<file path="config.mk">
export PLATFORM = sky130hd
export DESIGN_NAME = ntnbe_ram
export DESIGN_NICKNAME = d
export VERILOG_FILES = /design/src/sv/ntnbe_ram.sv
export SDC_FILE = /design/constraint.sdc
export NUM_CORES = 2
export LEC_CHECK = 0
export ABC_CLOCK_PERIOD_IN_PS = 6200
export CAP_MARGIN = 20
export CORE_MARGIN = 2
export CORE_UTILIZATION = 50
export DETAILED_ROUTE_END_ITERATION = 7
export DONT_BUFFER_PORTS = 1
export PLACE_DENSITY = 0.73
export SYNTH_ARGS = -nofsm -noshare
export SYNTH_HDL_FRONTEND = slang
export SYNTH_SLANG_ARGS = --single-unit
</file>
<file path="constraint.sdc">
create_clock -name clk -period 6.2 [get_ports clk]
set_input_delay 0 -clock clk [delete_from_list [all_inputs] [get_ports clk]]
set_output_delay 0 -clock clk [all_outputs]
set_load 0.01 [all_outputs]
</file>
<file path="src/sv/ntnbe_ram.sv">
// ----------------------------------------------------------------------------
// ntnbe_ram
// Generic single-write, single-read RAM with a registered read port.
// ----------------------------------------------------------------------------
module ntnbe_ram #(
  parameter int WIDTH = 16,
  parameter int DEPTH = 128,
  parameter int AW    = (DEPTH > 1) ? $clog2(DEPTH) : 1
) (
  input  logic             clk,
  input  logic             we,
  input  logic [AW-1:0]    waddr,
  input  logic [WIDTH-1:0] wdata,
  input  logic [AW-1:0]    raddr,
  output logic [WIDTH-1:0] rdata
);

  logic [WIDTH-1:0] mem [DEPTH];

  always_ff @(posedge clk) begin
    if (we) begin
      mem[waddr] <= wdata;
    end
    rdata <= mem[raddr];
  end

endmodule

</file>
==> impl_summary.md <==
Outcome
The flow ran to the end, but the final reports show violations. The checks that failed: slew limit.

Power
The power density of the placed cells is 318 nW/um^2. Per report_power, the sequential group accounts for between 50% and 60% of the total. The leakage power is around 27 nW. The proportion of total power due to net switching is 20.2%.

The clock power share is 40.6%. The power dissipated by switching net loads is 5.70 mW. The worst-case IR drop observed on VDD is between 0.2 and 0.3 mV.

Per report_power, the combinational group accounts for 4.4% of the total. Internal power comes to about 23 mW.

Timing
The number of failing setup endpoints in the final timing report is 0. The transition time at the pin with the least slew margin is between 4 and 5 ns. The final setup slack of the worst path is 0.406 ns. Dividing the final minimum period by the clock period gives 93.5%. The number of hold-slack violations in the final timing report is 0. Setup repair after global routing left no endpoint under its margin.

The post-route setup TNS is 0 ns. The max-slew violation total from the final report was approximately 540. The achievable clock frequency is between 150 and 200 MHz. The post-route clock skew is around 0.037 ns. The relative slew slack is -227%. The clock period minus final worst setup slack is 5.79 ns.

Layout
The final cell utilization of the core is roughly 57%. The ratio of cells with drive above 1 in the final layout is about a third. The number of inserted filler cells in the final layout is between 10000 and 15000. The area growth from synthesis to layout is 13.1%. At the end of the flow, the number of nets in the layout was 3351.

Placement
The worst slack after detailed placement is approximately 3.6 ns. The wire-length estimate of the detail-placed layout is just under 100000 um. During placement, the flow inserted port buffers numbering 0. The congestion estimate from routability-driven global placement came to 0.822.

GRT
The first global-routing pass estimated about 270000 um of wire. The number of global-route vias before repair is approximately 35000. The total congestion overflow after global routing is 0.

The total routing usage reported by global routing is 23.8%. The number of antenna violations at the first check in global routing is 21. Entering global routing, the biggest net connects between 500 and 600 pins.

Clock network
CTS built an H-tree with a depth of 4. The number of buffers created by CTS is between 150 and 200. For this design, the sink count on the clock tree is just over 2000.

The number of buffers between clock root and the deepest sink is 3. The post-cts gate resize count is 0. In this run the clock root is driven by a sky130_fd_sc_hd__clkbuf_16. The TritonCTS clock tree is yes. The clock-pin slew reported for the worst setup and hold paths after clock tree synthesis is 0.07 ns. Clock latency on the worst-skew pair, taken at its later pin, is 0.84 ns.

Routing
The first detailed-routing pass ran for 6 iterations. The total vias in the final route is 35538. The via density per instance is approximately 6.4.

The detail-routed net length per standard cell is ~34 um. The remaining routing DRC violations is 0. In this run, the number of DRC markers left after iteration 0 of detailed routing was about 6000. The post-route antenna net violation count is 0. For this block, the routed nets add up to approximately 190000 um of wire.

Setup path
STA classifies the critical path startpoint as an input pin. The maximum fanout count along the critical path is between 500 and 600. The endpoint arrival time on the critical path is 6.52 ns. For the worst setup path, the data required time is 6.92 ns.

For the worst flop-to-flop path, the logic depth is 6. The startpoint of the worst setup timing path is raddr[0]. The endpoint class of the critical path is a register. The launch point of the worst reg-to-reg path is mem[95][3]$_DFFE_PP_.

The classification of the worst setup path is input pin to register. The capture point of the worst reg-to-reg path is rdata[3]$_DFF_P_. Across all register-to-register paths, the minimum setup slack is around 2.7 ns.

Floorplan
The initial core utilization is just over 50%. After floorplanning, the core was sized to cover between 150000 and 200000 um^2. The height of the die is ~400 um. 48 I/O pins were placed. The die covers approximately 160000 um^2.

After floorplanning, the core was divided into around 150 placement rows. In this run the horizontal extent of the chip is approximately 400 um.

Min path
The worst hold path passes through 2 cells. The type of the most critical hold path is input pin to register. The worst hold path terminates at mem[113][0]$_DFFE_PP_. The start point of the worst min-delay path is waddr[5].

Synth
The number of warnings printed during yosys synthesis is 0. The register area share after synthesis is around 80%. The number of nets in the synthesized netlist is just over 3000. The number of different library cells used by synthesis comes to 17. The synthesized instance count is between 3000 and 4000. Summing every instance area after synthesis gives approximately 79000 um^2.

The flop and latch count out of synthesis is between 2000 and 2500. The post-synthesis area per instance is 25.4 um^2.

Job
The total of max-cap violations is 0.
[synth_stat cells]
cell                       instances  area [um^2]
sky130_fd_sc_hd__nand2_1          14         52.6
sky130_fd_sc_hd__or3_1             1         6.26
sky130_fd_sc_hd__nand4_1           3         18.8
sky130_fd_sc_hd__clkbuf_1         82          308
sky130_fd_sc_hd__buf_4             1         7.51
sky130_fd_sc_hd__buf_2            52          260
sky130_fd_sc_hd__edfxtp_1       2048        61500
sky130_fd_sc_hd__buf_6             1         11.3
sky130_fd_sc_hd__nand3_1          12         60.1
sky130_fd_sc_hd__nor3_1            9         45.0
sky130_fd_sc_hd__mux4_2          672        15100
sky130_fd_sc_hd__mux2_2           16          180
sky130_fd_sc_hd__nor2b_1           7         43.8
sky130_fd_sc_hd__nor2_1          122          458
sky130_fd_sc_hd__buf_1            28          105
sky130_fd_sc_hd__nand2b_1          2         12.5
sky130_fd_sc_hd__dfxtp_1          16          320
[worst max-delay path by stage]
stage                         to  slack (ns)
5_1_grt         rdata[3]$_DFF_P_        2.63
3_3_place_gp   rdata[13]$_DFF_P_        3.65
6_report       rdata[11]$_DFF_P_        0.41
2_1_floorplan   rdata[0]$_DFF_P_        3.70
3_5_place_dp    rdata[9]$_DFF_P_        3.64
4_1_cts         rdata[3]$_DFF_P_        2.72
[worst max-delay path, stage by stage]
cell and delay, ns:
sky130_fd_sc_hd__mux4_2 2.19, sky130_fd_sc_hd__mux4_2 0.57, sky130_fd_sc_hd__mux4_2 0.64, sky130_fd_sc_hd__mux2_2 0.32, sky130_fd_sc_hd__dlygate4sd3_1 0.55
[through the flow]
step / power, mW / instance area [um^2] / instances / hold slack [ns]
CTS: 28.3 / 88700 / 5528 / 0.000791
global route: 28.8 / 88800 / 5538 / 0.0175
detailed placement: 16.6 / 81600 / 5107 / 0.109
global placement: 16.6 / 81500 / 5104 / 0.113
floorplan: 16.5 / 78500 / 3086 / 0.0989
finish: 28.2 / 88800 / 5551 / 0.0394
[power groups by stage]
| stage | Clock (mW) | Sequential [mW] | Combinational, mW |
|---|---|---|---|
| 2_1_floorplan | 0 | 15.7 | 0.754 |
| 3_3_place_gp | 0 | 15.8 | 0.825 |
| 3_5_place_dp | 0 | 15.8 | 0.832 |
| 4_1_cts | 11.6 | 15.5 | 1.17 |
| 5_1_grt | 12.1 | 15.5 | 1.22 |
| 6_report | 11.5 | 15.5 | 1.24 |
[cells by family after synthesis]
logic type,Yosys count,share of synthesized area (%)
buffers and inverters,164,0.881
DFF,2064,78.7
muxes,688,19.5
and+or+nand+nor,170,0.888
[placed cells by master, fill, tap and decap left out, types with 14 or more instances in the layout]
master	n
sky130_fd_sc_hd__clkinv_2	27
sky130_fd_sc_hd__edfxtp_1	2048
sky130_fd_sc_hd__dfxtp_1	16
sky130_fd_sc_hd__nor2_1	72
sky130_fd_sc_hd__nor2_2	45
sky130_fd_sc_hd__mux4_2	672
sky130_fd_sc_hd__clkbuf_16	200
sky130_fd_sc_hd__mux2_2	16
sky130_fd_sc_hd__clkbuf_1	50
sky130_fd_sc_hd__clkinv_1	47
sky130_fd_sc_hd__buf_4	124
sky130_fd_sc_hd__nand2_1	14
sky130_fd_sc_hd__buf_16	19
sky130_fd_sc_hd__dlygate4sd3_1	47
sky130_fd_sc_hd__diode_2	17
[registers in the layout, summed over array words and instances, names as in the netlist]
| register | cells |
|---|---|
| rdata | 16 |
| mem | 2048 |
[layout make-up]
type	instances	area (um^2)	area share [%]
Timing Repair Buffer	198	2050	2.31
Tap cell	2058	2570	2.90
Clock inverter	97	800	0.900
Antenna cell	17	42.5	0.0479
Sequential cell	2064	61800	69.6
Multi-Input combinational cell	858	16200	18.2
Clock buffer	259	5320	5.99
[metal layers]
metal  share of wire, %  global-route usage [%]
met3                 12                    6.75
met2                 48                    36.4
met4                3.0                    7.38
met1                 37                    33.7
met5              0.050                       0
[repair_timing]
item                                    4_1_cts  5_1_grt
setup buffers                                 0        0
hold buffers                                 65        3
endpoints found under the setup margin        0        0
endpoints found under the hold margin      2933        5
(Power assumes the default switching activity.)
